===== config.mk =====
export PLATFORM = sky130hd
export DESIGN_NAME = slec_cell
export DESIGN_NICKNAME = d
export VERILOG_FILES = /design/src/sv/assert_macros.svh /design/src/sv/slec_pkg.sv /design/src/sv/slec_cell.sv
export SDC_FILE = /design/constraint.sdc
export NUM_CORES = 1
export LEC_CHECK = 0
export ABC_CLOCK_PERIOD_IN_PS = 2100
export BUFFER_PORTS_ARGS = -buffer_cell sky130_fd_sc_hd__buf_2
export CELL_PAD_IN_SITES_DETAIL_PLACEMENT = 1
export CELL_PAD_IN_SITES_GLOBAL_PLACEMENT = 1
export CORE_MARGIN = 4
export CORE_UTILIZATION = 27
export CTS_CLUSTER_DIAMETER = 200
export DETAILED_ROUTE_END_ITERATION = 8
export GPL_ROUTABILITY_DRIVEN = 0
export GPL_TIMING_DRIVEN = 0
export PLACE_DENSITY = 0.89
export RECOVER_POWER = 50
export SLEW_MARGIN = 20
export SYNTH_ARGS = -nofsm -noshare
export SYNTH_HDL_FRONTEND = slang
export SYNTH_SLANG_ARGS = --single-unit

===== constraint.sdc =====
create_clock -name clk_i -period 2.1 [get_ports clk_i]
set_input_delay 0.105 -clock clk_i [delete_from_list [all_inputs] [get_ports clk_i]]
set_output_delay 0.105 -clock clk_i [all_outputs]
set_load 0.01 [all_outputs]

===== src/sv/assert_macros.svh =====
// Assertion macros shared by the list engine RTL
`ifndef ASSERT_MACROS_SVH
`define ASSERT_MACROS_SVH
`ifndef SYNTHESIS
`define ASSERT_PROP(lbl, prop, msg) \
  lbl: assert property (@(posedge clk_i) disable iff (!rst_ni) prop) else $error(msg);
`define ASSERT_NEVER(lbl, expr, msg) \
  `ASSERT_PROP(lbl, !(expr), msg)
`else
`define ASSERT_PROP(lbl, prop, msg)
`define ASSERT_NEVER(lbl, expr, msg)
`endif
`endif


===== src/sv/slec_pkg.sv =====
// Codes and cell control types for the list engine
package slec_pkg;

  localparam logic [1:0] OP_INSERT = 2'd0;
  localparam logic [1:0] OP_DELETE = 2'd1;
  localparam logic [1:0] OP_LOCATE = 2'd2;

  localparam logic [1:0] STATUS_OK      = 2'd0;
  localparam logic [1:0] STATUS_BAD_POS = 2'd1;
  localparam logic [1:0] STATUS_FULL    = 2'd2;

  localparam logic [1:0] RULE_EQ = 2'd0;
  localparam logic [1:0] RULE_GE = 2'd1;
  localparam logic [1:0] RULE_LE = 2'd2;

  typedef enum logic [2:0] {
    CELL_HOLD,
    CELL_INSERT,
    CELL_DELETE,
    CELL_COMPARE,
    CELL_SCAN
  } cell_op_e;

  typedef struct packed {
    cell_op_e           op;
    logic [7:0]         pos;
    logic [1:0]         rule;
    logic signed [31:0] value;
  } cell_ctl_t;

endpackage


===== src/sv/slec_cell.sv =====
// One list cell: holds an entry, shifts with its neighbours, compares and passes hit flags
module slec_cell #(
  parameter int unsigned K     = 0,
  parameter int unsigned LEN_W = 8
) (
  input  logic                clk_i,
  input  logic                rst_ni,
  input  slec_pkg::cell_ctl_t ctl_i,
  input  logic [LEN_W-1:0]    len_i,
  input  logic signed [31:0]  left_i,
  input  logic signed [31:0]  right_i,
  input  logic                hit_right_i,
  output logic signed [31:0]  data_o,
  output logic                hit_o,
  output logic signed [31:0]  tap_o
);

  logic signed [31:0] data_q;
  logic               hit_q;
  logic               at_pos;
  logic               past_pos;
  logic               in_list;
  logic               match;

  assign at_pos   = (32'(ctl_i.pos) == 32'(K + 1));
  assign past_pos = (32'(ctl_i.pos) <= 32'(K));
  assign in_list  = (32'(len_i) > 32'(K));

  always_comb begin
    case (ctl_i.rule)
      slec_pkg::RULE_EQ: match = (data_q == ctl_i.value);
      slec_pkg::RULE_GE: match = (data_q >= ctl_i.value);
      slec_pkg::RULE_LE: match = (data_q <= ctl_i.value);
      default:           match = 1'b0;
    endcase
  end

  always_ff @(posedge clk_i) begin
    case (ctl_i.op)
      slec_pkg::CELL_INSERT: begin
        if (at_pos) begin
          data_q <= ctl_i.value;
        end else if (past_pos) begin
          data_q <= left_i;
        end
      end
      slec_pkg::CELL_DELETE: begin
        if (at_pos || past_pos) begin
          data_q <= right_i;
        end
      end
      default: begin
        data_q <= data_q;
      end
    endcase
  end

  always_ff @(posedge clk_i or negedge rst_ni) begin
    if (!rst_ni) begin
      hit_q <= 1'b0;
    end else begin
      case (ctl_i.op)
        slec_pkg::CELL_COMPARE: hit_q <= in_list && match;
        slec_pkg::CELL_SCAN:    hit_q <= hit_right_i;
        default:                hit_q <= hit_q;
      endcase
    end
  end

  assign data_o = data_q;
  assign hit_o  = hit_q;
  assign tap_o  = at_pos ? data_q : 32'sd0;

endmodule


==> metrics.cfg <==
[outcome]
status = complete, but fails checks
violations = setup timing

[job]
cap_violations = 0

[drt]
post_drt_wl_per_cell_um = 16.5
vias = 3153
drc = 0
ant_nets = 0
wl_mm = 10.9
first_pass_iters = 4
avgViaCountPerCell = 4.78
drt-initial-drc-count = 66

[die]
dieArea_sq_mm = 0.0122
core_area_sq_mm = 0.0103
num_rows = 37
ioPinCount = 185
die_width_um = 111
start_util_pct = 27.6
die_h_um = 111

[timing]
hold_viol = 0
tightest_slew_ns = 0.939
fmax_ghz = 0.409
clock_skew_ns = 0.00639
tns_ns = -0.344
finalCritPeriodShare_pct = 116
rsz0062_at_grt = true
setup_viol = 1
final.min_clock_period_ns = 2.44
drv_slew = 0
max-slew-margin-rel_pct = 37.4
setup_slack_ns = -0.344

[global_routing]
grt_overflow = 0
grt_max_degree = 16
grt_pass1_wl_mm = 17.5
antenna_found_initial = 0
grt_use_total_pct = 17.6
grt_pass1_vias = 3496

[min_path]
hold_end = data_o[25]$_DFFE_PP_
hp-start = right_i[25]
hold_class = in2reg
hold-path-cell-count = 3

[yosys]
syn_area_per_cell_sq_um = 8.99
post-synth-top-count-cell = nand2_1
ys_ff_latch = 33
async_flop_share_pct = 3.03
synth_common_cells = 40 x nand2_1, 39 x o21ai_0, 37 x inv_1
syn_area_sq_mm = 0.00284
netlist_instances = 316
synth_area_leader_cell = edfxtp_1
synth_edf_count = 32
synth_warnings = 0
synthFlopType = edfxtp_1
synth_area_leaders = edfxtp_1 34%, ha_1 14%, mux2i_1 11%, o21ai_0 6.9%, and2_1 6.8%
synth_top_area_share_pct = 33.8
synth_nets = 468
ys_seq_area_share_pct = 34.7
synth_cell_types = 37

[critical_path]
critPathArrivalTime_ns = 2.65
required_ns = 2.30
cpLargestDelayFamily = compound AO/OA/AOI/OAI gates
cp_slowest_stage_delay_ns = 0.41
cp_max_fo = 3
startpoint = data_o[12]$_DFFE_PP_
cp-end-kind = flip-flop
start_kind = flip-flop
crit_buf_inv = 3
rrSetupSlack_ns = -0.34
worstReg2RegEnd = hit_o$_DFFE_PN0P_
r2r_cells = 10
r2r-start = data_o[12]$_DFFE_PP_
cp_slowest_cell = o41a_1
crit_type = reg2reg
path_cells = ha_1 -> nand4_1 -> buf_4 -> buf_6 -> a21oi_2 -> o41a_1 -> a311oi_2 -> buf_4 -> a311oi_2 -> a211oi_2

[pwr]
p_leak_nw = 1.93
pwr_density_cell_mw_per_mm2 = 373
ir_drop_v = 0.000185
total_power_mw = 1.56

[cells_and_area]
nets = 674
area_delta_synth_final_pct = 47.6
n_fill_cell = 1278
drive_above_1_share_pct = 37.7
design_area_sq_mm = 0.00419

[clocking]
cts_root_buf = clkbuf_8
cts_buffers = 5
clock_path_buffers = 2
cts_max_level = 2
cts_tree = done
cts.sinks = 33
clk_pin_slew_ns = 0.08
clock_latency_ns = 0.29

[placement]
dpl_worst_slack_ns = -0.600
dp_hpwl_mm = 9.01
dpl_cell_area_sq_mm = 0.00399
io_buffers = 182

[metal layers]
metal,share of wire (%),global-route usage (%)
met1,40,19.4
met4,2.0,4.93
met2,52,33.4
met3,6.0,4.22
met5,0,0
[state kept, by name, indices dropped and copies added (netlist names)]
register	cells
data_o	32
hit_o	1
[kinds of logic (layout without fill, tap and decap cells)]
family          after synthesis  in the layout  synth area share (%)
compound gates               68             68                  14.4
xor+xnor                      1              1                 0.308
fa+ha+maj                    32             32                  14.1
buf+inv                      51            258                  7.04
flops                        33             33                  34.7
mux                          33             33                  11.7
other cells                   0              1                     0
simple gates                 98             98                  17.8
[area by class of cell]
type / count / area [sq um] / share of cell area, %
Multi-Input combinational cell: 232 / 1750 / 41.7
Timing Repair Buffer: 199 / 997 / 23.8
Sequential cell: 33 / 986 / 23.5
Tap cell: 136 / 170 / 4.06
Inverter: 37 / 139 / 3.31
Clock buffer: 5 / 68.8 / 1.64
Buffer: 14 / 61.3 / 1.46
Clock inverter: 3 / 17.5 / 0.418
Antenna cell: 1 / 2.50 / 0.0597
[placed cells by master (no fill, tap or decap), types with 3 or more instances in the layout]
master	netlist	layout
and2_1	31	31
nand4_1	8	8
inv_1	37	37
clkbuf_4	0	5
o21ai_0	39	38
ha_1	32	29
nor3_1	8	5
buf_2	1	157
edfxtp_1	32	32
clkbuf_1	11	40
mux2i_1	32	32
nand2_1	40	40
buf_4	2	8
a21oi_1	12	11
nor4_1	3	3
ha_4	0	3
clkbuf_8	0	5
[repair_timing]
item | in CTS | in global routing
pin swaps | 4 | 7
hold endpoints to repair | 1 | 0
endpoints found under the setup margin | 1 | 32
hold buffers | 1 | 0
resized for setup | 8 | 3
buffers inserted | 12 | 2
[power breakdown]
part	total (mW)	leakage [nW]	switching (mW)	internal [mW]
registers	0.734	0.296	0.00437	0.730
logic	0.339	1.59	0.170	0.169
clock network	0.490	0.0439	0.261	0.229
[worst reg2reg max path, stage by stage, from the launching register on]
cell and delay (ns):
edfxtp_1 0.40, ha_1 0.31, nand4_1 0.16, buf_4 0.16, buf_6 0.09, a21oi_2 0.02, o41a_1 0.41, a311oi_2 0.32
buf_4 0.18, a311oi_2 0.09, a211oi_2 0.22
[how the worst max path moves through the flow]
stage                             end  slack [ns]  depth (start not counted)
floorplan           hit_o$_DFFE_PN0P_       -0.18                          8
global placement    hit_o$_DFFE_PN0P_       -0.52                          8
detailed placement  hit_o$_DFFE_PN0P_       -0.60                          8
CTS                 hit_o$_DFFE_PN0P_       -0.44                          8
global route        hit_o$_DFFE_PN0P_       -0.50                         10
finish              hit_o$_DFFE_PN0P_       -0.34                         10
[through the flow]
step | util [%] | hold WS [ns] | cells
finish | 40.8 | 0.0854 | 660
global route | 40.8 | 0.0817 | 659
CTS | 41.1 | 0.0786 | 657
detailed placement | 38.8 | -0.113 | 636
global placement | 38.5 | -0.113 | 634
floorplan | - | -0.191 | 316
No activity file was read; power rests on OpenSTA's default activity.
